### src/rhsm_ram.sv
module rhsm_ram #(
  parameter int WIDTH = 30,
  parameter int DEPTH = 64
) (
  input  logic                                   clk,
  input  logic                                   we,
  input  logic [(DEPTH > 1 ? $clog2(DEPTH) : 1)-1:0] waddr,
  input  logic [WIDTH-1:0]                       wdata,
  input  logic [(DEPTH > 1 ? $clog2(DEPTH) : 1)-1:0] raddr,
  output logic [WIDTH-1:0]                       rdata
);

  logic [WIDTH-1:0] mem [DEPTH];

  // Write port and registered read port
  always_ff @(posedge clk) begin
    if (we) begin
      mem[waddr] <= wdata;
    end
    rdata <= mem[raddr];
  end

endmodule

### config.mk
export PLATFORM = sky130hd
export DESIGN_NAME = rhsm_ram
export DESIGN_NICKNAME = d
export VERILOG_FILES = /design/src/rhsm_ram.sv
export SDC_FILE = /design/constraint.sdc
export NUM_CORES = 2
export LEC_CHECK = 0
export BUFFER_PORTS_ARGS = -buffer_cell sky130_fd_sc_hd__clkbuf_2
export CAP_MARGIN = 25
export CORE_MARGIN = 2
export CORE_UTILIZATION = 50
export CTS_CLUSTER_DIAMETER = 80
export DETAILED_ROUTE_END_ITERATION = 6
export GPL_TIMING_DRIVEN = 0
export PLACE_DENSITY = 0.65
export SYNTH_ARGS = -nofsm -noshare
export SYNTH_HDL_FRONTEND = slang
export SYNTH_SLANG_ARGS = --single-unit
### constraint.sdc
create_clock -name clk -period 5 [get_ports clk]
set_input_delay 0.75 -clock clk [delete_from_list [all_inputs] [get_ports clk]]
set_output_delay 0.75 -clock clk [all_outputs]
set_load 0.02 [all_outputs]
==> results.txt <==
----------------------------------------------------
[Die]
  I/O Pins ... 74
  Initial core utilization ... 50.2%
  Placeable core region ... 147000 sq um
  Chip width ... 389 um
  Height of the die ... 389 um
  Die area ... 151000 sq um
  Number of placement rows ... 141

[Power and ir drop]
  Part of the power in registers ... 53.2%
  Net load switching power ... 7.36 mW
  Total power density per cell area ... 400 nW/um^2
  Worst IR drop on VDD ... 308 uV
  Sw frac ... 21.6%
  Clock power share ... 41.4%
  P_int ... 26.7 mW
  Relative contribution of combinational cells to total power ... 5.4%
  Leakage Power ... 27.0 nW

[Detailed routing]
  Highest metal layer with signal wires ... met5
  Routed length on met3 ... 18300 um
  WL met1 ... 76100 um
  Routed WL per cell ... 33.4 um
  Final Routed Wirelength ... 193000 um
  Detailed route wirelength on metal2 ... 90200 um
  Count of nets left with antenna violations after detail routing ... 0
  Residual DRC count ... 0
  Detailed router's first-iteration violation count ... 4606
  Number of vias in the routed layout ... 36300
  Number of iterations in the first detailed-routing pass ... 6
  Average vias per placed instance ... 6.30

[GRT]
  Via count of the first global-routing pass ... 35500
  Global-route wire length before repair ... 269000 um
  Total GRT Usage ... 25.6%
  Total grt overflow ... 0
  Number of antenna violations at the first check in global routing ... 18
  Largest net degree at the start of global routing ... 65

[Layout]
  Non-filler cells, final ... 5758
  Design area ... 85200 sq um
  Layout Area Growth over Synthesis ... 15.2%
  Post-layout net count ... 3711
  Layout cells sized above 1 ... 26.2%

[CTS]
  Number of buffers added to fix hold violations after cts ... 0
  Number of levels the H-tree was split into ... 4
  Later-pin clock latency in the skew report ... 0.82 ns
  Sinks on the clock net ... 1950
  Deepest clock path buffer count ... 3
  Post-cts resize count ... 0
  TritonCTS clock tree ... built
  Clock buffers created by TritonCTS ... 195
  Number of buffers inserted to repair setup after CTS ... 0
  Clock root buffer master ... sky130_fd_sc_hd__clkbuf_16
  Clock-pin slew reported for the worst setup and hold paths after clock tree synthesis ... 0.06 ns

[Timing]
  Final critical-path share of the clock period ... 77.1%
  Setup repair after global routing missed its margin ... no
  Number of setup violations in the final report ... 0
  Worst Max-Slew Pin Slew ... 1.10 ns
  Highest achievable clock rate ... 0.259 GHz
  Final Slew Violations ... 0
  Post-Route Skew ... 0.0233 ns
  Slew Limit Headroom ... 27.0%
  Final critical delay including setup and external delays ... 3.86 ns
  Hold violation total from the final report ... 0

[Yosys]
  Complex-gate fraction of the synthesized area ... 2.57%
  Register area share after synthesis ... 78.8%
  Post-Synthesis Mean Instance Area ... 22.4 sq um
  Post-synthesis xor/xnor area fraction ... 0%
  Mux share of post-synthesis cell area ... 15.5%
  Top flip-flop cell by instance count after synthesis ... sky130_fd_sc_hd__edfxtp_1
  Dominant combinational cell family by area after synthesis ... multiplexers
  Arithmetic-cell share of the synthesized area counting full adders, half adders and majority gates ... 0%
  Post-synth cell types ... 38
  Most common library cells after synthesis ... sky130_fd_sc_hd__edfxtp_1, sky130_fd_sc_hd__mux4_2, sky130_fd_sc_hd__mux2i_1
  Area of the mapped netlist ... 74000 sq um
  Count of flip-flops with a built-in enable after synthesis ... 1920
  Most frequent cell after synthesis ... sky130_fd_sc_hd__edfxtp_1
  Count of yosys warnings during synthesis ... 0
  Ys async rst share ... 0%
  Synthesized instance count ... 3309
  Cell taking the most area after synthesis ... sky130_fd_sc_hd__edfxtp_1
  Area share of and/or/nand/nor cells after synthesis ... 1.86%
  #FFs+latches synth ... 1950
  Net count after synthesis ... 3353
  Cell types occupying the most area after synthesis ... sky130_fd_sc_hd__edfxtp_1, sky130_fd_sc_hd__mux4_2, sky130_fd_sc_hd__mux2i_1, sky130_fd_sc_hd__a22oi_1, sky130_fd_sc_hd__dfxtp_1
  Proportion of netlist area held by the largest area contributor ... 77.9%

[Worst setup path]
  Capturing element type of the critical path ... register
  WS Path Type ... in -> reg
  Critical path launch point ... raddr[2]
  Most prevalent standard cell on the critical path ... sky130_fd_sc_hd__buf_2
  Data arrival at the endpoint of the critical path ... 4.51 ns
  R2r worst-path depth ... 5
  Setup crit start kind ... primary input
  Delay contributed by the slowest stage of the critical path ... 0.60 ns
  Data required time of the critical path ... 5.66 ns
  Critical-path cell list ... buf_2 -> buf_2 -> clkbuf_1 -> mux4_2 -> a22oi_1 -> nand3_1 -> nand4_1 -> nor2_1
  Crit-path max FO ... 10
  Cell with the largest stage delay on the worst path ... sky130_fd_sc_hd__buf_2
  RR Startpoint ... mem[7][11]
  Category of cells accounting for the largest share of critical-path delay ... buffers and inverters
  Worst path bufs/invs ... 3
  End of the worst register-to-register path ... rdata[11]
  Setup slack of the most critical reg-to-reg path ... 2.28 ns

[Hold path]
  Worst Hold Endpoint ... mem[29][21]
  Worst hold path type ... in -> reg
  Number of cells traversed by the worst hold path ... 1
  Hold wc startpoint ... wdata[21]

[Placed design]
  Detailed placer's ending HPWL ... 127000 um
  # port buffers ... 65
  Post-placement cell count ... 5399
  Final GP Congestion ... 0.919
  Area of placed instances ... 79100 sq um

[Outcome]
  Result of the run ... finished, final reports clean

[Run]
  Reported max-cap violation count ... 0

----------------------------------------------------
metal layers:
layer	vias up	GRT usage, %
met1	19200	36.1
met3	361	5.50
met2	1883	39.3
met5	-	0
met4	12	10.2
li1	14800	-
power by group through the flow:
| stage | logic [mW] | clock network [mW] | registers (mW) |
|---|---|---|---|
| floorplan | 0.860 | 0 | 18.5 |
| global placement | 1.72 | 0 | 18.5 |
| detailed placement | 1.83 | 0 | 18.5 |
| CTS | 1.83 | 14.3 | 18.1 |
| global route | 1.92 | 14.9 | 18.1 |
| finish | 1.83 | 14.1 | 18.1 |
sequential cells by signal, summed over array words and instances (netlist names):
| name | cells |
|---|---|
| mem | 1920 |
| rdata | 30 |
layout by cell type (no fill, tap or decap), drive strengths merged, types with 30 or more instances in the layout:
| cell | Yosys | final |
|---|---|---|
| a22oi | 111 | 111 |
| nor2b | 36 | 36 |
| clkinv | 0 | 73 |
| mux2i | 228 | 228 |
| dfxtp | 30 | 30 |
| edfxtp | 1920 | 1920 |
| o22ai | 42 | 42 |
| nor2 | 120 | 120 |
| mux4 | 408 | 408 |
| clkbuf | 80 | 400 |
| nand2 | 30 | 30 |
| buf | 103 | 199 |
through the flow:
| step | setup TNS, ns | power (mW) | hold slack (ns) | worst slack [ns] | util [%] |
|---|---|---|---|---|---|
| 2_1_floorplan | 0 | 19.4 | 0.689 | 1.23 | - |
| 3_3_place_gp | -48.42 | 20.2 | 0.806 | -0.848 | 52.1 |
| 3_5_place_dp | 0 | 20.3 | 0.820 | 0.383 | 53.7 |
| 4_1_cts | 0 | 34.2 | 0.347 | 1.27 | 57.8 |
| 5_1_grt | 0 | 35.0 | 0.387 | 1.30 | 57.8 |
| 6_report | 0 | 34.1 | 0.384 | 1.14 | 57.8 |
worst register-to-register path: cells and delay by family (launching register included):
family | cells | cell delay (ns)
AOI/OAI and AO/OA | 1 | 0.63
and+or+nand+nor | 3 | 1.11
DFF | 1 | 0.35
muxes | 1 | 0.47
how the worst max path moves through the flow:
stage | end | cells after the start | slack, ns
after floorplan | mem[48][0] | 4 | 1.23
after global placement | mem[49][4] | 4 | -0.85
after detailed placement | rdata[11] | 8 | 0.38
after CTS | rdata[11] | 8 | 1.27
after global routing | rdata[11] | 8 | 1.30
final | rdata[11] | 8 | 1.14
cells by family (layout without fill, tap and decap cells):
group                  count (synthesis)  count (layout)
buffers and inverters                184             698
AOI/OAI and AO/OA                    258             258
and+or+nand+nor                      281             281
other                                  0               5
muxes                                636             636
DFF                                 1950            1950
area by class of cell:
cell class | count | area (sq um)
fill | 10400 | 62100
buffer | 183 | 966
antenna | 5 | 12.5
clock inverter | 98 | 911
tap | 1930 | 2410
clock buffer | 255 | 5210
timing repair buffer | 161 | 2210
sequential | 1950 | 58300
inverter | 1 | 3.75
multi-input combinational | 1175 | 15200
(Power assumes the default switching activity.)
