$ cat config.mk
export PLATFORM = sky130hd
export DESIGN_NAME = rhsm_mulmod
export DESIGN_NICKNAME = d
export VERILOG_FILES = /design/src/rhsm_pkg.sv /design/src/rhsm_mulmod.sv
export SDC_FILE = /design/constraint.sdc
export NUM_CORES = 2
export LEC_CHECK = 0
export BUFFER_PORTS_ARGS = -buffer_cell sky130_fd_sc_hd__buf_4
export CAP_MARGIN = 20
export CORE_ASPECT_RATIO = 0.7
export CORE_UTILIZATION = 50
export CTS_CLUSTER_SIZE = 10
export DETAILED_ROUTE_END_ITERATION = 6
export PLACE_DENSITY = 0.68
export SLEW_MARGIN = 20
export SYNTH_ARGS = -nofsm -noshare
export SYNTH_HDL_FRONTEND = slang
export SYNTH_SLANG_ARGS = --single-unit
export TNS_END_PERCENT = 5
$ cat constraint.sdc
create_clock -name clk -period 10 [get_ports clk]
set_clock_uncertainty 0.1 [all_clocks]
set_input_delay 0.5 -clock clk [delete_from_list [all_inputs] [get_ports clk]]
set_output_delay 0.5 -clock clk [all_outputs]
set_load 0.005 [all_outputs]
$ cat src/rhsm_pkg.sv
package rhsm_pkg;

  // Hash arithmetic
  localparam int HASH_W = 30;
  localparam int PROD_W = 2 * HASH_W;
  localparam int CODE_W = 7;
  localparam int OUT_W  = 16;

  localparam logic [HASH_W-1:0] HASH_MOD  = 30'd1000000007;
  localparam logic [HASH_W-1:0] HASH_BASE = 30'd31;

  // Barrett constant floor(2^60 / HASH_MOD), fits in 31 bits
  localparam logic [63:0] BARRETT_MU_64 = (64'd1 << PROD_W) / {34'd0, HASH_MOD};
  localparam logic [30:0] BARRETT_MU    = BARRETT_MU_64[30:0];

  // Input function codes
  localparam logic [1:0] FUNC_CLEAR   = 2'd0;
  localparam logic [1:0] FUNC_PATTERN = 2'd1;
  localparam logic [1:0] FUNC_TEXT    = 2'd2;

  typedef enum logic [1:0] {
    KIND_CLEAR,
    KIND_PATTERN,
    KIND_TEXT
  } item_kind_t;

  typedef struct packed {
    item_kind_t        kind;
    logic [HASH_W-1:0] value;
  } item_t;

  // Tags of the products issued to the modular multiplier
  typedef enum logic [1:0] {
    OP_VALUE,
    OP_POWER,
    OP_SCALE
  } op_tag_t;

  typedef struct packed {
    logic              valid;
    op_tag_t           tag;
    logic [HASH_W-1:0] a;
    logic [HASH_W-1:0] b;
  } mm_req_t;

  typedef struct packed {
    logic              valid;
    op_tag_t           tag;
    logic [HASH_W-1:0] result;
  } mm_rsp_t;

  typedef enum logic [2:0] {
    B_IDLE,
    B_ISSUE,
    B_WAIT,
    B_SUM,
    B_DONE
  } back_state_t;

endpackage

$ cat src/rhsm_mulmod.sv
module rhsm_mulmod (
  input  logic              clk,
  input  logic              rst,
  input  rhsm_pkg::mm_req_t req,
  output rhsm_pkg::mm_rsp_t rsp
);

  import rhsm_pkg::*;

  localparam int STAGES = 6;

  logic    vld [STAGES];
  op_tag_t tag [STAGES];

  logic [PROD_W-1:0]   s1_prod;
  logic [61:0]         s2_est;
  logic [31:0]         s2_prod_lo;
  logic [31:0]         s3_qp_lo;
  logic [31:0]         s3_prod_lo;
  logic [31:0]         s4_rem;
  logic [31:0]         s5_rem;
  logic [HASH_W-1:0]   s6_res;
  logic [30:0]         quot;

  assign quot = s2_est[61:31];

  // Shift valid and tag along the pipe
  always_ff @(posedge clk) begin
    if (rst) begin
      for (int i = 0; i < STAGES; i++) begin
        vld[i] <= 1'b0;
      end
    end else begin
      vld[0] <= req.valid;
      for (int i = 1; i < STAGES; i++) begin
        vld[i] <= vld[i-1];
      end
    end
  end

  always_ff @(posedge clk) begin
    tag[0] <= req.tag;
    for (int i = 1; i < STAGES; i++) begin
      tag[i] <= tag[i-1];
    end
  end

  // Full product, Barrett estimate, quotient times modulus, then two corrections
  always_ff @(posedge clk) begin
    s1_prod    <= PROD_W'(req.a) * PROD_W'(req.b);
    s2_est     <= 62'(s1_prod[59:29]) * 62'(BARRETT_MU);
    s2_prod_lo <= s1_prod[31:0];
    s3_qp_lo   <= 32'(quot) * 32'(HASH_MOD);
    s3_prod_lo <= s2_prod_lo;
    s4_rem     <= s3_prod_lo - s3_qp_lo;
    s5_rem     <= (s4_rem >= 32'(HASH_MOD)) ? s4_rem - 32'(HASH_MOD) : s4_rem;
    s6_res     <= (s5_rem >= 32'(HASH_MOD)) ? HASH_W'(s5_rem - 32'(HASH_MOD))
                                            : HASH_W'(s5_rem);
  end

  assign rsp.valid  = vld[STAGES-1];
  assign rsp.tag    = tag[STAGES-1];
  assign rsp.result = s6_res;

  // A reduced product is always a proper residue
  a_result_reduced: assert property (@(posedge clk) disable iff (rst)
    rsp.valid |-> (rsp.result < HASH_MOD))
    else $error("modular product not fully reduced");

endmodule

==> out/summary.txt <==
Maximum fanout along the worst path -> 30
DRT iter0 DRCs -> 2524
Post-CTS sizing -> 0
Setup bufs post-CTS -> 0
Io pins -> 98
Critical path required time -> 10.37 ns
Yosys cell types -> 72
RSZ-0062 raised after global routing -> false
Routed wire length -> 142000 µm
Ys flop type -> dfxtp_1
Area growth syn-to-layout -> 5.07%
Most common cell after layout, fill and taps aside -> inv_1
Clk_lat worst skew -> 0.56 ns
Rows -> 104
Gr usage total -> 0.246
Die height -> 289 µm
Max Freq -> 118 MHz
First-pass GRT wire length -> 228000 µm
Slew headroom -> 0.353
Number of buffers created by CTS -> 37
Final ANT Viol Nets -> 0
Tightest Pin Transition -> 0.969 ns
Met1 Resource Use GR -> 0.359
Die W -> 412 µm
Routed via count -> 39528
Register area -> 5990 µm²
Initial antenna violation count -> 3
Final setup viols -> 0
Cell family with most CP delay -> adder cells
Ys async rst share -> 0
Drt pass-1 iters -> 5
Fillers -> 10227
Root Buffer -> clkbuf_16
Final net count -> 8064
CP Buf/Inv Count -> 7
Fin crit share -> 0.846
Vias in the first global route -> 41669
H-tree depth -> 2
CP Class -> input pin to flop
Clk buf depth -> 3
Mean Syn Cell Area -> 9.73 µm²
Crit path launch type -> input pin
GRT busiest layer -> met2
Status -> finished clean
CTS tree -> yes
GRT Residual Overflow -> 0
Multi-input logic area -> 46400 µm²
# DRC -> 0
Crit-path slowest cell -> a21oi_1
Largest net degree at the start of global routing -> 31
Post-layout util -> 0.534
Setup TNS Final -> 0 ns
Die ar. -> 119000 µm²
Floorplan Core Area -> 116000 µm²
GPL Wtd Cong -> 0.945
Cell Area, Synth -> 58800 µm²
Most frequent cells in the layout -> 1482 x inv_1, 1224 x fa_1, 795 x ha_1
Met2 usage -> 0.370
Max-slew violation count -> 0
Slack of the worst reg-to-reg path -> 2.29 ns
Met3 usage -> 0.0664
Most used cell, CP -> fa_1
Crit path time final -> 8.46 ns
Clk sink count -> 299
Crit end category -> flop
HPWL after DPL -> 118000 µm
Sequential fraction of the synthesis area -> 0.102
Largest stage delay, worst path -> 0.76 ns
Layout cell share with drive strength beyond 1 -> 0.0272
Hold Vio Cnt, Final -> 0
Worst Hold Class -> input pin to flop
PortBufs -> 97
Initial Util -> 0.508
Post-synth EDFFs -> 0
Synth Instances -> 6038
Synthesis-stage register bit count -> 299
WL/cell -> 18.9 µm
MaxCap Viol Count -> 0
Crit path DAT -> 8.83 ns
DR vias/cell -> 5.25
Ys Warns -> 0
Clk slew on worst S/H paths -> 0.05 ns
Post-synth net total -> 8122
Worst hold margin -> 0.0623 ns
## synthesized netlist by cell type, types with 8 or more instances
master    number  area share
a211oi_1      18      0.0023
a21o_1        93       0.012
a21oi_1      145       0.012
a31oi_1       20      0.0021
and2_1       546       0.058
and3_1        29      0.0031
clkbuf_1     196       0.013
dfxtp_1      299        0.10
fa_1        1224        0.42
ha_1         795        0.17
inv_1       1482       0.095
nand2_1      468       0.030
nand2b_1      15      0.0016
nand3_1       37      0.0032
nand3b_1      10      0.0013
nand4_1       23      0.0024
nor2_1       100      0.0064
nor2b_1       22      0.0023
nor3_1        29      0.0025
o211ai_1       8      0.0010
o21a_1        24      0.0031
o21ai_0       87      0.0074
o21bai_1      18      0.0023
o31ai_1       15      0.0019
xnor2_1      161       0.024
xor2_1        62      0.0092
## flip-flops by register name, indices dropped and copies added, names as in the netlist
signal	flops
s6_res	30
s2_est	31
s3_qp_lo	32
s4_rem	32
s3_prod_lo	32
tag	12
s2_prod_lo	32
vld	6
s5_rem	32
s1_prod	60
## cell type report
class                      instances  area share
antenna                            2   0.0000811
clock buffer                      39      0.0153
clock inverter                     6     0.00148
inverter                        1482      0.0901
multi-input combinational       4055       0.752
sequential                       299      0.0970
tap                             1537      0.0312
timing repair buffer             105      0.0129
## per-stage QoR
step           setup WS, ns  area [µm²]  instances
3_5_place_dp           1.23       60700       7476
6_report               1.54       61700       7525
2_1_floorplan          2.42       58800       6038
5_1_grt                1.01       61700       7523
3_3_place_gp           1.25       60700       7476
4_1_cts                1.72       61700       7523
## cell families after synthesis
| group | share of synthesized area |
|---|---|
| muxes | 0.000532 |
| AOI/OAI and AO/OA | 0.0551 |
| adders and majority gates | 0.586 |
| DFF | 0.102 |
| buffers and inverters | 0.108 |
| xor gates and xnor gates | 0.0332 |
| and+or+nand+nor | 0.115 |
## worst paths after layout
check	endpoint	start	cells past startpoint
worst min register to register	s3_prod_lo[21]	s2_prod_lo[21]	0
worst min-delay path	vld[3]	rst	2
worst max-delay path	s1_prod[57]	req[41]	27
worst max register to register	s2_est[55]	s1_prod[42]	19
## metal layers
layer | share of wire | up-vias
li1 | - | 18078
met1 | 0.46 | 19910
met2 | 0.43 | 1353
met3 | 0.094 | 187
met4 | 0.018 | 0
met5 | 0 | -
## timing repair
action                                  4_1_cts  5_1_grt
hold buffers                                  2        0
endpoints found under the setup margin        0        0
hold endpoints to repair                      2        0
Power is left out: the tool's default activity adds up to more than one toggle a clock period on the data nets, which glitch-free logic cannot reach.
