<file path="src/rhsm_pkg.sv">
package rhsm_pkg;

  // Hash arithmetic
  localparam int HASH_W = 30;
  localparam int PROD_W = 2 * HASH_W;
  localparam int CODE_W = 7;
  localparam int OUT_W  = 16;

  localparam logic [HASH_W-1:0] HASH_MOD  = 30'd1000000007;
  localparam logic [HASH_W-1:0] HASH_BASE = 30'd31;

  // Barrett constant floor(2^60 / HASH_MOD), fits in 31 bits
  localparam logic [63:0] BARRETT_MU_64 = (64'd1 << PROD_W) / {34'd0, HASH_MOD};
  localparam logic [30:0] BARRETT_MU    = BARRETT_MU_64[30:0];

  // Input function codes
  localparam logic [1:0] FUNC_CLEAR   = 2'd0;
  localparam logic [1:0] FUNC_PATTERN = 2'd1;
  localparam logic [1:0] FUNC_TEXT    = 2'd2;

  typedef enum logic [1:0] {
    KIND_CLEAR,
    KIND_PATTERN,
    KIND_TEXT
  } item_kind_t;

  typedef struct packed {
    item_kind_t        kind;
    logic [HASH_W-1:0] value;
  } item_t;

  // Tags of the products issued to the modular multiplier
  typedef enum logic [1:0] {
    OP_VALUE,
    OP_POWER,
    OP_SCALE
  } op_tag_t;

  typedef struct packed {
    logic              valid;
    op_tag_t           tag;
    logic [HASH_W-1:0] a;
    logic [HASH_W-1:0] b;
  } mm_req_t;

  typedef struct packed {
    logic              valid;
    op_tag_t           tag;
    logic [HASH_W-1:0] result;
  } mm_rsp_t;

  typedef enum logic [2:0] {
    B_IDLE,
    B_ISSUE,
    B_WAIT,
    B_SUM,
    B_DONE
  } back_state_t;

endpackage

</file>
<file path="src/rhsm_front.sv">
module rhsm_front (
  input  logic            clk,
  input  logic            rst,
  input  logic            s_axis_tvalid,
  output logic            s_axis_tready,
  input  logic [7:0]      s_axis_tdata,   // [6:0] letter, [7] zero
  input  logic [1:0]      s_axis_tuser,   // [1:0] func
  output logic            q_valid,
  input  logic            q_pop,
  output rhsm_pkg::item_t q_item
);

  import rhsm_pkg::*;

  item_t      entries [2];
  logic [1:0] count;
  logic       wr_ptr;
  logic       rd_ptr;
  logic       keep;
  logic       push;
  logic       pop;
  item_t      incoming;

  function automatic logic [HASH_W-1:0] letter_value(input logic [CODE_W-1:0] code);
    logic [CODE_W-1:0] offset;
    offset = 7'd96;
    if (code >= offset) begin
      return HASH_W'(code - offset);
    end
    // Codes below the offset wrap to a residue just under the modulus
    return HASH_MOD - HASH_W'(offset - code);
  endfunction

  // Classify the incoming transaction, drop unused function codes
  always_comb begin
    incoming.value = letter_value(s_axis_tdata[CODE_W-1:0]);
    unique case (s_axis_tuser)
      FUNC_CLEAR: begin
        incoming.kind = KIND_CLEAR;
        keep          = 1'b1;
      end
      FUNC_PATTERN: begin
        incoming.kind = KIND_PATTERN;
        keep          = 1'b1;
      end
      FUNC_TEXT: begin
        incoming.kind = KIND_TEXT;
        keep          = 1'b1;
      end
      default: begin
        incoming.kind = KIND_CLEAR;
        keep          = 1'b0;
      end
    endcase
  end

  assign s_axis_tready = (count != 2'd2);
  assign push          = s_axis_tvalid && s_axis_tready && keep;
  assign q_valid       = (count != 2'd0);
  assign pop           = q_pop && q_valid;
  assign q_item        = entries[rd_ptr];

  // Two-entry queue toward the back end
  always_ff @(posedge clk) begin
    if (rst) begin
      count  <= 2'd0;
      wr_ptr <= 1'b0;
      rd_ptr <= 1'b0;
    end else begin
      if (push) begin
        wr_ptr <= ~wr_ptr;
      end
      if (pop) begin
        rd_ptr <= ~rd_ptr;
      end
      if (push && !pop) begin
        count <= count + 2'd1;
      end else if (pop && !push) begin
        count <= count - 2'd1;
      end
    end
  end

  always_ff @(posedge clk) begin
    if (push) begin
      entries[wr_ptr] <= incoming;
    end
  end

endmodule

</file>
<file path="config.mk">
export PLATFORM = sky130hd
export DESIGN_NAME = rhsm_front
export DESIGN_NICKNAME = d
export VERILOG_FILES = /design/src/rhsm_pkg.sv /design/src/rhsm_front.sv
export SDC_FILE = /design/constraint.sdc
export NUM_CORES = 1
export LEC_CHECK = 0
export BUFFER_PORTS_ARGS = -buffer_cell sky130_fd_sc_hd__clkbuf_2
export CORE_MARGIN = 8
export CORE_UTILIZATION = 45
export DETAILED_ROUTE_END_ITERATION = 7
export PLACE_DENSITY = 0.73
export SYNTH_ARGS = -nofsm -noshare
export SYNTH_HDL_FRONTEND = slang
export SYNTH_SLANG_ARGS = --single-unit
</file>
<file path="constraint.sdc">
create_clock -name clk -period 3.5 [get_ports clk]
set_input_delay 0.35 -clock clk [delete_from_list [all_inputs] [get_ports clk]]
set_output_delay 0.35 -clock clk [all_outputs]
set_load 0.05 [all_outputs]
</file>
==> flow_summary.yaml <==
run_status:
  status: "finished clean"
floorplanning:
  start_util_pct: 47.4
  rows: 22
  core_area_sq_um: 3720
  die_y_um: 78.5
  die_w_um: 78.5
  top_level_ports: 48
  die_area_sq_um: 6170
min_path:
  hold_class: "primary input to flip-flop"
  hold_end: "count[1]"
  whs_path_depth: 2
  hp-start: "rst"
place:
  gp_congestion: 0.770
  place_worst_setup_slack_ns: 1.05
  io_buffers: 46
  dp_hpwl_mm: 2.43
  place_inst: 216
timing:
  finalCritPeriodShare_pct: 61.7
  fin_tns_setup_ns: 0
  fmax_mhz: 463
  maxSlewHeadroom_pct: 59.2
  timing.final.max_slew_violations: 0
  setup_viol: 0
  rsz0062_at_grt: "no"
  worst_slew_pin_slew_ns: 0.612
  finalWorstSetupSlack_ns: 1.34
  fin_crit_ns: 2.16
  hold_viol_final: 0
  fin_worst_skew_ns: 0.00588
run:
  drv_cap: 0
detailed_routing:
  dr.pass1.iters: 4
  drt_iter0_drc: 103
  wl_mm: 3.07
  route.vias.total: 1139
  drc: 0
  antenna_left: 0
  wl_per_cell_um: 13.7
  routed_via_density: 5.08
setup_path:
  required_ns: 3.52
  rrSetupSlack_ns: 1.84
  cp_num_buf_inv: 2
  cp.arrival_ns: 2.18
  crit_fanout: 6
  crit_path_cell_trace: "clkbuf_2 > inv_1 > ha_1 > nor3b_2 > xnor2_1 > ha_1 > or3_1 > a21boi_2 > xnor2_1"
  r2r-end: "entries[1][9]"
  start_kind: "primary input"
  rr_startpoint: "count[0]"
  criticalPathCategory: "primary input to flip-flop"
  reg2regPathDepth: 3
  cpMaxStageDelayCell: "nor3b_2"
  crit_path_max_incr_delay_ns: 0.38
  crit_family: "simple AND/OR/NAND/NOR gates"
  end_kind: "flip-flop"
cts:
  cts_num_sinks: 33
  cts_resized: 0
  htree_levels: 2
  cts_setup_buffers: 0
  clk_path_buf_depth: 2
  clk_latency_ns: 0.28
  postCtsHoldBufs: 0
  cts_tree: "yes"
  clk_pin_slew_ns: 0.06
  cts_inserted_buffers: 5
  cts_root_buf: "clkbuf_8"
logic_synthesis:
  avgSynthCellArea_sq_um: 12.4
  synth_nets: 161
  synthArstFlopShare_pct: 0
  ys_ff_latch: 33
  synth_ff_type: "edfxtp_1"
  seq_area_frac_synth_pct: 53.4
  yosys_warnings: 0
  synthCells: 142
  synth_enable_flop_cells: 28
  syn_area_sq_um: 1760
  yosysUniqueCellTypes: 39
global_routing:
  grt-ovfl-total: 0
  grt_usage_pct: 10.3
  grt_max_degree: 15
  antenna_found_initial: 0
  grt_pass1_vias: 1088
  grt_first_pass_wirelength_mm: 4.94
final_layout:
  layout.nets: 194
  drive_above_1_share_pct: 43.2
  final_cells: 224
  diodes: 0
  syn_to_final_growth_pct: 13.6
  fillCellCount: 312
power:
  power.leakage_nw: 0.809
  p_per_area_nw_per_um2: 828
  ir_drop_mv: 0.201
==> kinds of logic after synthesis <==
group / Yosys count / share of synthesized area (%)
multiplexers: 14 / 8.96
XOR/XNOR: 9 / 4.48
buffers and inverters: 27 / 9.67
AND/OR/NAND/NOR: 33 / 10.9
flip-flops: 33 / 53.4
AO/OA/AOI/OAI: 21 / 8.95
adder cells (fa/ha/maj): 5 / 3.55
==> metrics by stage <==
| stage | total power, mW | area, sq um | util (%) | hold slack [ns] |
|---|---|---|---|---|
| final | 1.66 | 2000 | 53.8 | 0.295 |
| after global routing | 1.73 | 2000 | 53.8 | 0.305 |
| after CTS | 1.67 | 2000 | 53.8 | 0.294 |
| after detailed placement | 1.39 | 1910 | 51.4 | 0.525 |
| after global placement | 1.38 | 1910 | 51.4 | 0.477 |
| after floorplan | 1.30 | 1760 | - | 0.419 |
==> how the worst max path moves through the flow <==
| stage | end | cells past startpoint | start |
|---|---|---|---|
| 2_1_floorplan | entries[0][0] | 3 | count[0] |
| 4_1_cts | entries[0][5] | 9 | s_axis_tdata[0] |
| 5_1_grt | entries[1][5] | 9 | s_axis_tdata[0] |
| 3_5_place_dp | entries[1][5] | 9 | s_axis_tdata[0] |
| 3_3_place_gp | entries[0][5] | 9 | s_axis_tdata[0] |
| 6_report | entries[0][5] | 9 | s_axis_tdata[0] |
==> Yosys cell counts, types with 2 or more instances <==
cell / instances / area [sq um]
o21ai_1: 3 / 15.0
xor2_1: 3 / 26.3
dfxtp_1: 5 / 100
ha_1: 5 / 62.6
nor2_1: 8 / 30.0
buf_4: 18 / 135
clkbuf_1: 2 / 7.51
inv_1: 4 / 15.0
and2_1: 2 / 12.5
or3_1: 3 / 18.8
mux2_2: 14 / 158
nand2b_1: 2 / 12.5
o31ai_1: 2 / 15.0
inv_2: 2 / 7.51
o211a_1: 2 / 20.0
a31oi_1: 2 / 12.5
edfxtp_1: 28 / 841
nor2b_1: 3 / 18.8
nand2_1: 5 / 18.8
xnor2_1: 6 / 52.6
a21oi_1: 3 / 15.0
o21ai_0: 3 / 15.0
==> registers in the layout (all words and copies together) (netlist names), named ones only <==
signal and count:
rd_ptr 1, count 2, wr_ptr 1, entries 28
==> worst reg2reg max path, delay by kind of cell (launching register included) <==
kind	cells	cell delay (ns)
AND/OR/NAND/NOR	3	0.91
flip-flops	1	0.38
==> routing by layer <==
| metal | global-route usage (%) | share of wire [%] |
|---|---|---|
| met1 | 9.88 | 36 |
| met2 | 18.2 | 53 |
| met3 | 3.87 | 8.1 |
| met4 | 6.67 | 2.6 |
| met5 | 0 | 0 |
==> area by class of cell <==
class | instances | area (sq um) | area share, %
clock buffer | 8 | 90.1 | 4.50
sequential | 33 | 941 | 47.0
tap | 48 | 60.1 | 3.00
timing repair buffer | 47 | 238 | 11.9
inverter | 6 | 22.5 | 1.13
multi-input combinational | 82 | 649 | 32.5
==> where the power goes <==
group	internal [mW]	switching, mW	total [mW]
Combinational	0.201	0.628	0.828
Clock	0.160	0.122	0.282
Sequential	0.502	0.0436	0.545
==> layout by cell type, fill, tap and decap left out, types with 2 or more instances in the layout <==
cell type | Yosys | routed
o31ai_1 | 2 | 2
o21ai_0 | 3 | 3
nor2_1 | 8 | 8
clkbuf_2 | 0 | 46
inv_2 | 2 | 2
inv_1 | 4 | 4
clkbuf_8 | 0 | 6
nand2b_1 | 2 | 2
o21ai_1 | 3 | 3
a31oi_1 | 2 | 2
edfxtp_1 | 28 | 28
a21oi_1 | 3 | 3
o211a_1 | 2 | 2
nor2b_1 | 3 | 3
xnor2_1 | 6 | 6
nand2_1 | 5 | 5
clkbuf_1 | 2 | 2
or3_1 | 3 | 3
dfxtp_1 | 5 | 5
xor2_1 | 3 | 3
mux2_2 | 14 | 14
ha_1 | 5 | 5
and2_1 | 2 | 2
No activity file was read; power rests on OpenSTA's default activity.
