<file path="config.mk">
export PLATFORM = sky130hd
export DESIGN_NAME = rhsm_back
export DESIGN_NICKNAME = d
export VERILOG_FILES = /design/src/rhsm_pkg.sv /design/src/rhsm_back.sv
export SDC_FILE = /design/constraint.sdc
export NUM_CORES = 1
export LEC_CHECK = 0
export BUFFER_PORTS_ARGS = -buffer_cell sky130_fd_sc_hd__buf_2
export CAP_MARGIN = 5
export CORE_ASPECT_RATIO = 0.8
export CORE_MARGIN = 1
export CORE_UTILIZATION = 38
export DETAILED_ROUTE_END_ITERATION = 6
export SLEW_MARGIN = 40
export SYNTH_ARGS = -nofsm -noshare
export SYNTH_HDL_FRONTEND = slang
export SYNTH_SLANG_ARGS = --single-unit
</file>
<file path="constraint.sdc">
create_clock -name clk -period 7.46 [get_ports clk]
set_input_delay 0.373 -clock clk [delete_from_list [all_inputs] [get_ports clk]]
set_output_delay 0.373 -clock clk [all_outputs]
set_load 0.01 [all_outputs]
</file>
<file path="src/rhsm_pkg.sv">
package rhsm_pkg;

  // Hash arithmetic
  localparam int HASH_W = 30;
  localparam int PROD_W = 2 * HASH_W;
  localparam int CODE_W = 7;
  localparam int OUT_W  = 16;

  localparam logic [HASH_W-1:0] HASH_MOD  = 30'd1000000007;
  localparam logic [HASH_W-1:0] HASH_BASE = 30'd31;

  // Barrett constant floor(2^60 / HASH_MOD), fits in 31 bits
  localparam logic [63:0] BARRETT_MU_64 = (64'd1 << PROD_W) / {34'd0, HASH_MOD};
  localparam logic [30:0] BARRETT_MU    = BARRETT_MU_64[30:0];

  // Input function codes
  localparam logic [1:0] FUNC_CLEAR   = 2'd0;
  localparam logic [1:0] FUNC_PATTERN = 2'd1;
  localparam logic [1:0] FUNC_TEXT    = 2'd2;

  typedef enum logic [1:0] {
    KIND_CLEAR,
    KIND_PATTERN,
    KIND_TEXT
  } item_kind_t;

  typedef struct packed {
    item_kind_t        kind;
    logic [HASH_W-1:0] value;
  } item_t;

  // Tags of the products issued to the modular multiplier
  typedef enum logic [1:0] {
    OP_VALUE,
    OP_POWER,
    OP_SCALE
  } op_tag_t;

  typedef struct packed {
    logic              valid;
    op_tag_t           tag;
    logic [HASH_W-1:0] a;
    logic [HASH_W-1:0] b;
  } mm_req_t;

  typedef struct packed {
    logic              valid;
    op_tag_t           tag;
    logic [HASH_W-1:0] result;
  } mm_rsp_t;

  typedef enum logic [2:0] {
    B_IDLE,
    B_ISSUE,
    B_WAIT,
    B_SUM,
    B_DONE
  } back_state_t;

endpackage

</file>
<file path="src/rhsm_back.sv">
module rhsm_back #(
  parameter int MAX_PATTERN   = 64,
  parameter int POSITION_BITS = 16
) (
  input  logic                      clk,
  input  logic                      rst,
  input  logic                      q_valid,
  output logic                      q_pop,
  input  rhsm_pkg::item_t           q_item,
  output rhsm_pkg::mm_req_t         mm_req,
  input  rhsm_pkg::mm_rsp_t         mm_rsp,
  output logic                      ring_we,
  output logic [(MAX_PATTERN > 1 ? $clog2(MAX_PATTERN) : 1)-1:0] ring_waddr,
  output logic [rhsm_pkg::HASH_W-1:0] ring_wdata,
  output logic [(MAX_PATTERN > 1 ? $clog2(MAX_PATTERN) : 1)-1:0] ring_raddr,
  input  logic [rhsm_pkg::HASH_W-1:0] ring_rdata,
  output logic                      m_axis_tvalid,
  input  logic                      m_axis_tready,
  output logic [rhsm_pkg::OUT_W-1:0] m_axis_tdata
);

  import rhsm_pkg::*;

  localparam int IDX_W = (MAX_PATTERN > 1) ? $clog2(MAX_PATTERN) : 1;
  localparam int LEN_W = $clog2(MAX_PATTERN + 1);
  localparam int POS_W = POSITION_BITS + 1;
  localparam int CMP_W = (POS_W > LEN_W) ? POS_W : LEN_W;
  localparam logic [LEN_W:0]   MAX_EXT  = (LEN_W + 1)'(MAX_PATTERN);
  localparam logic [LEN_W-1:0] MAX_LEN  = LEN_W'(MAX_PATTERN);
  localparam logic [IDX_W-1:0] LAST_IDX = IDX_W'(MAX_PATTERN - 1);

  back_state_t state, state_next;
  op_tag_t     op, op_next;
  op_tag_t     last_op;
  logic [1:0]  recv;
  logic [1:0]  need;
  item_t       item;
  logic        is_pattern;

  logic [HASH_W-1:0] r_value;
  logic [HASH_W-1:0] r_power;
  logic [HASH_W-1:0] r_scale;
  logic [HASH_W-1:0] sum;

  logic [HASH_W-1:0] pattern_hash;
  logic [LEN_W-1:0]  pattern_length;
  logic [HASH_W-1:0] pattern_power;
  logic              pattern_overflow;
  logic [HASH_W-1:0] text_prefix;
  logic [HASH_W-1:0] text_power;
  logic [HASH_W-1:0] scaled_pattern;
  logic [POS_W-1:0]  text_position;
  logic [IDX_W-1:0]  wp;

  logic              out_valid;
  logic [OUT_W-1:0]  out_data;
  logic              out_free;

  logic [LEN_W:0]    wp_ext;
  logic [LEN_W:0]    len_ext;
  logic [CMP_W-1:0]  t_plus;
  logic [CMP_W-1:0]  m_cmp;
  logic [CMP_W-1:0]  start;
  logic              first_window;
  logic              in_window;
  logic [HASH_W-1:0] window;
  logic [HASH_W-1:0] scaled_new;
  logic              match;
  logic [HASH_W-1:0] sum_in;
  logic [HASH_W:0]   sum_wide;
  logic              finish;

  assign is_pattern = (item.kind == KIND_PATTERN);
  assign need       = is_pattern ? 2'd2 : 2'd3;
  assign last_op    = is_pattern ? OP_POWER : OP_SCALE;
  assign out_free   = !out_valid || m_axis_tready;
  assign finish     = (state == B_DONE) && out_free;

  // Ring slot of the prefix just before the window start
  assign wp_ext  = (LEN_W + 1)'(wp);
  assign len_ext = (LEN_W + 1)'(pattern_length);
  assign ring_raddr = (wp_ext >= len_ext) ? IDX_W'(wp_ext - len_ext)
                                          : IDX_W'(wp_ext + MAX_EXT - len_ext);

  // Hash addition modulo P
  assign sum_in   = is_pattern ? pattern_hash : text_prefix;
  assign sum_wide = (HASH_W + 1)'(sum_in) + (HASH_W + 1)'(r_value);

  // Window test for the finished text letter
  assign t_plus       = CMP_W'(text_position) + CMP_W'(1);
  assign m_cmp        = CMP_W'(pattern_length);
  assign start        = t_plus - m_cmp;
  assign first_window = (t_plus == m_cmp);
  assign in_window    = (pattern_length != '0) && !pattern_overflow && (t_plus >= m_cmp);
  assign scaled_new   = first_window ? pattern_hash : r_scale;
  always_comb begin
    if (first_window) begin
      window = sum;
    end else if (sum >= ring_rdata) begin
      window = sum - ring_rdata;
    end else begin
      window = HASH_W'((HASH_W + 1)'(sum) + (HASH_W + 1)'(HASH_MOD)
                       - (HASH_W + 1)'(ring_rdata));
    end
  end
  assign match = in_window && (window == scaled_new);

  // Next state
  always_comb begin
    state_next = state;
    unique case (state)
      B_IDLE: begin
        if (q_valid) begin
          unique case (q_item.kind)
            KIND_PATTERN: if (pattern_length < MAX_LEN) state_next = B_ISSUE;
            KIND_TEXT:    if (!text_position[POSITION_BITS]) state_next = B_ISSUE;
            default:      state_next = B_IDLE;
          endcase
        end
      end
      B_ISSUE: if (op == last_op) state_next = B_WAIT;
      B_WAIT:  if (recv == need) state_next = B_SUM;
      B_SUM:   state_next = B_DONE;
      B_DONE:  if (out_free) state_next = B_IDLE;
      default: state_next = B_IDLE;
    endcase
  end

  always_comb begin
    unique case (op)
      OP_VALUE: op_next = OP_POWER;
      OP_POWER: op_next = OP_SCALE;
      default:  op_next = OP_SCALE;
    endcase
  end

  // Outputs of the sequencer
  always_comb begin
    q_pop      = 1'b0;
    mm_req     = '0;
    mm_req.tag = op;
    ring_we    = 1'b0;
    ring_waddr = wp;
    ring_wdata = sum;
    unique case (state)
      B_IDLE:  q_pop = q_valid;
      B_ISSUE: begin
        mm_req.valid = 1'b1;
        unique case (op)
          OP_VALUE: begin
            mm_req.a = item.value;
            mm_req.b = is_pattern ? pattern_power : text_power;
          end
          OP_POWER: begin
            mm_req.a = is_pattern ? pattern_power : text_power;
            mm_req.b = HASH_BASE;
          end
          default: begin
            mm_req.a = scaled_pattern;
            mm_req.b = HASH_BASE;
          end
        endcase
      end
      B_DONE:  ring_we = out_free && !is_pattern;
      default: q_pop = 1'b0;
    endcase
  end

  // Control and hash state
  always_ff @(posedge clk) begin
    if (rst) begin
      state            <= B_IDLE;
      op               <= OP_VALUE;
      recv             <= 2'd0;
      pattern_hash     <= '0;
      pattern_length   <= '0;
      pattern_power    <= HASH_W'(1);
      pattern_overflow <= 1'b0;
      text_prefix      <= '0;
      text_power       <= HASH_W'(1);
      scaled_pattern   <= '0;
      text_position    <= '0;
      wp               <= '0;
      out_valid        <= 1'b0;
    end else begin
      state <= state_next;

      unique case (state)
        B_IDLE: begin
          op   <= OP_VALUE;
          recv <= 2'd0;
          if (q_valid) begin
            unique case (q_item.kind)
              KIND_CLEAR: begin
                pattern_hash     <= '0;
                pattern_length   <= '0;
                pattern_power    <= HASH_W'(1);
                pattern_overflow <= 1'b0;
                text_prefix      <= '0;
                text_power       <= HASH_W'(1);
                scaled_pattern   <= '0;
                text_position    <= '0;
                wp               <= '0;
              end
              KIND_PATTERN: begin
                // Too long: mark overflow and restart the text here
                if (pattern_length >= MAX_LEN) begin
                  pattern_overflow <= 1'b1;
                  text_prefix      <= '0;
                  text_power       <= HASH_W'(1);
                  scaled_pattern   <= '0;
                  text_position    <= '0;
                  wp               <= '0;
                end
              end
              default: begin
              end
            endcase
          end
        end
        B_ISSUE: op <= op_next;
        B_DONE: begin
          if (out_free) begin
            if (is_pattern) begin
              pattern_hash   <= sum;
              pattern_power  <= r_power;
              pattern_length <= pattern_length + LEN_W'(1);
              text_prefix    <= '0;
              text_power     <= HASH_W'(1);
              scaled_pattern <= '0;
              text_position  <= '0;
              wp             <= '0;
            end else begin
              text_prefix   <= sum;
              text_power    <= r_power;
              text_position <= text_position + POS_W'(1);
              wp            <= (wp == LAST_IDX) ? '0 : wp + IDX_W'(1);
              if (in_window) begin
                scaled_pattern <= scaled_new;
              end
            end
          end
        end
        default: begin
        end
      endcase

      // Raise the output on a match, drop it once the consumer takes it
      if (finish && !is_pattern && match) begin
        out_valid <= 1'b1;
      end else if (m_axis_tready) begin
        out_valid <= 1'b0;
      end

      // Count returning products
      if (mm_rsp.valid) begin
        recv <= recv + 2'd1;
      end
    end
  end

  // Latch the item, products, sum and result payload
  always_ff @(posedge clk) begin
    if (state == B_IDLE && q_valid) begin
      item <= q_item;
    end
    if (mm_rsp.valid) begin
      unique case (mm_rsp.tag)
        OP_VALUE: r_value <= mm_rsp.result;
        OP_POWER: r_power <= mm_rsp.result;
        default:  r_scale <= mm_rsp.result;
      endcase
    end
    if (state == B_SUM) begin
      sum <= (sum_wide >= (HASH_W + 1)'(HASH_MOD))
             ? HASH_W'(sum_wide - (HASH_W + 1)'(HASH_MOD)) : HASH_W'(sum_wide);
    end
    if (finish && !is_pattern && match) begin
      out_data <= OUT_W'(start);
    end
  end

  assign m_axis_tvalid = out_valid;
  assign m_axis_tdata  = out_data;

  // Products only come back while the sequencer waits for them
  a_rsp_in_wait: assert property (@(posedge clk) disable iff (rst)
    mm_rsp.valid |-> (state == B_WAIT))
    else $error("multiplier result arrived outside the wait phase");

  // The position stops exactly at the limit
  a_position_cap: assert property (@(posedge clk) disable iff (rst)
    text_position[POSITION_BITS] |-> (text_position[POSITION_BITS-1:0] == '0))
    else $error("text position ran past its limit");

  // Pattern length never passes the ring depth
  a_length_cap: assert property (@(posedge clk) disable iff (rst)
    pattern_length <= MAX_LEN)
    else $error("pattern length beyond the ring depth");

  // A finished text letter always advances the position
  a_position_step: assert property (@(posedge clk) disable iff (rst)
    (finish && !is_pattern) |=> (text_position == $past(text_position) + POS_W'(1)))
    else $error("text position did not advance");

endmodule

</file>
==> out/metrics.cfg <==
[global_routing]
grt_first_pass_wirelength_um = 121800
grt_max_degree = 101
track_usage_pct = 25.52
grt_antenna_before_repair = 0
grt_pass1_vias = 19770
grt_overflow = 0

[setup_path]
reg2reg_slack_ns = 1.93
cp-end-kind = register
worstReg2RegStart = item[31]$_DFFE_PP_
worst-path-buf-inv = 2
slowest_stage = a2111oi_0
crit_required_ns = 7.78
crit_cells = 15
crit_top_cell = a21oi_1
r2r_end = ring_wdata[1]$_DFFE_PP_
cp_max_fo = 25
path_cells = nor2b_4 -> buf_4 -> mux2_2 -> ha_1 -> a21oi_2 -> a21oi_1 -> o21a_1 -> or4_1 -> a2111oi_0 -> o21ai_1 -> a21oi_1 -> o21ai_2 -> o22ai_4 -> buf_8 -> mux2_1
worst_setup_path_start_kind = register
cp_top_family = compound AO/OA/AOI/OAI gates
critPathMaxStageDelay_ns = 0.63
crit_end = ring_wdata[1]$_DFFE_PP_
crit_type = register to register
startpoint = item[31]$_DFFE_PP_
ff2ff_path_depth = 15
cp_data_arrival_time_ns = 5.85

[power_and_ir_drop]
swShare_pct = 29.15
pwr-share-comb_pct = 17.2
p_switching_mw = 1.458
clock_power_share_pct = 39.3
internal-power_mw = 3.544
powerDensity_mw_per_mm2 = 187.1
power_frac_seq_pct = 43.5
p_leak_nw = 10.65
ir_worst_vdd_uv = 169.1

[cts]
h-tree-depth = 2
cts_max_path_buffers = 3
clk_latency_ns = 0.58
path_clk_slew_ns = 0.06
numCtsBuffers = 39
cts_tree = yes
clock-sinks = 357
cts-root-buf = clkbuf_16

[logic_synthesis]
netlist_instances = 2647
synth-seq-cells = 357
synth.cell_area_mm2 = 0.02327
synthFlopType = dfxtp_1
yosysUniqueCellTypes = 107
synth_nets = 2888
yosysSeqAreaShare_pct = 37.93
avgSynthCellArea_um2 = 8.793
synth_edf_count = 168
synth_warnings = 0
async_reset_ff_share_pct = 0

[timing]
setup_viol = 0
tns_ns = 0
holdWs_ns = 0.02595
worst_slack_ns = 1.926
hold_violations = 0
worstMarginPinSlew_ns = 0.8496
fin_worst_skew_ns = 0.03385
drv_slew = 0
fmax_mhz = 180.7
rsz0062_at_grt = no
min_period_ns = 5.534
post-route-period-util_pct = 74.18
max_slew_margin_pct = 43.36

[final_layout]
fin_area_mm2 = 0.02674
drive_gt1_share_pct = 14.77
syn_to_final_growth_pct = 14.91
final_util_pct = 44.53
finalNetCount = 3073
fillers = 5884
diodes = 0

[routing]
wl_per_cell_um = 22.56
dr.pass1.iters = 6
drt_iter0_drc = 2217
dr_total_vias = 21180
antenna_left = 0
drt-vias-per-instance = 5.817
wirelength_um = 82150
drc_errors = 0

[die]
row_count = 80
dieArea_mm2 = 0.06225
die_w_um = 278.7
io_pins = 223
coreArea_mm2 = 0.06006
start_util_pct = 38.75
chipHeight_um = 223.4

[placement]
port-buffer-count = 222
gp_congestion = 0.9092
postPlaceCellArea_mm2 = 0.02506
dp_slack_ns = 1.806
place_hpwl_um = 62340

[min_path]
hold_class = input port to register
min-delay-start = mm_rsp[17]

[flow_run]
cap_violations = 0

[status]
outcome = completed

==> synth_stat cells (23+ instances only) <==
cell type	count	area [µm²]
edfxtp_1	168	5045
a21oi_1	261	1306
ha_1	122	1526
clkbuf_1	104	390.4
nor2_1	292	1096
inv_1	150	563.0
a21o_1	37	277.8
nand2_1	283	1062
dfxtp_1	189	3784
xor2_1	65	569.3
xnor2_1	102	893.4
a22oi_1	68	510.5
mux2i_1	57	570.6
nor3_1	47	235.2
nand3_1	38	190.2
nand4_1	26	162.7
mux2_2	31	349.1
a211oi_1	50	375.4
o21ai_0	75	375.4
nor4_1	31	193.9
or3_1	23	143.9
nor2b_1	33	206.5
==> final cells by class <==
class / count / area (µm²) / share of cell area, %
multi-input combinational: 2002 / 13380 / 50.04
sequential: 357 / 8831 / 33.02
timing repair buffer: 281 / 1680 / 6.283
clock buffer: 52 / 1117 / 4.178
tap: 779 / 974.7 / 3.644
inverter: 151 / 566.8 / 2.119
clock inverter: 20 / 190.2 / 0.7111
==> registers in the layout, summed over array words and instances (netlist names) <==
name              cells
state                 3
m_axis_tvalid         1
pattern_hash         30
pattern_overflow      1
ring_waddr            6
item                 32
r_power              30
ring_wdata           30
pattern_power        30
text_power           30
r_scale              30
recv                  2
r_value              30
text_position        17
op                    2
pattern_length        7
text_prefix          30
scaled_pattern       30
m_axis_tdata         16
==> cell usage in the layout (no fill, tap or decap), types with 37 or more instances in the layout <==
cell type    n
a211oi_1    50
a21o_1      37
a21oi_1    261
a22oi_1     68
buf_2      221
clkbuf_16   41
dfxtp_1    187
edfxtp_1   168
ha_1       122
inv_1      150
mux2i_1     57
nand2_1    281
nand3_1     38
nor2_1     292
nor3_1      46
o21ai_0     75
xnor2_1    102
xor2_1      65
==> worst min path at each step <==
stage                                                 to  slack (ns)  depth (start not counted)
after detailed placement  pattern_power[16]$_SDFFE_PP0P_        0.45                          2
after floorplan           pattern_power[10]$_SDFFE_PP0P_        0.44                          2
after global routing               r_scale[16]$_DFFE_PP_        0.02                          1
final                              r_power[17]$_DFFE_PP_        0.03                          1
after CTS                          r_power[17]$_DFFE_PP_       0.004                          1
after global placement    pattern_power[29]$_SDFFE_PP0P_        0.44                          2
==> logic make-up after synthesis <==
kind of cell	count (synthesis)	share of synthesized area, %
simple gates	908	18.80
buf+inv	288	4.822
compound gates	696	19.88
mux	89	4.000
xor+xnor	167	6.284
flops	357	37.93
fa+ha+maj	142	8.279
==> metal layers <==
layer  track usage (%)  up-vias  wire length [µm]
met1             36.49    10370             37520
met5                 0        -                 0
met4             7.072        0              2300
li1                  -     9895                 -
met3             3.812      113              5871
met2             39.84      806             36450
==> repair_timing <==
action / 4_1_cts / 5_1_grt
setup buffers: 0 / 0
gates resized for setup: 0 / 0
hold endpoints to repair: 35 / 0
hold buffers: 32 / 0
==> stage by stage <==
stage / power (mW) / std cells
3_5_place_dp: 3.041 / 3535
2_1_floorplan: 2.756 / 2647
3_3_place_gp: 3.032 / 3535
5_1_grt: 5.173 / 3642
6_report: 5.003 / 3642
4_1_cts: 5.012 / 3639
==> power by group through the flow <==
| stage | sequential (mW) | clock (mW) | combinational [mW] |
|---|---|---|---|
| after floorplan | 2.19 | 0 | 0.571 |
| after global placement | 2.21 | 0 | 0.820 |
| after detailed placement | 2.21 | 0 | 0.828 |
| after CTS | 2.17 | 2.00 | 0.846 |
| after global routing | 2.18 | 2.07 | 0.929 |
| final | 2.17 | 1.97 | 0.861 |
Note: power is estimated with default switching activity, not from simulation.
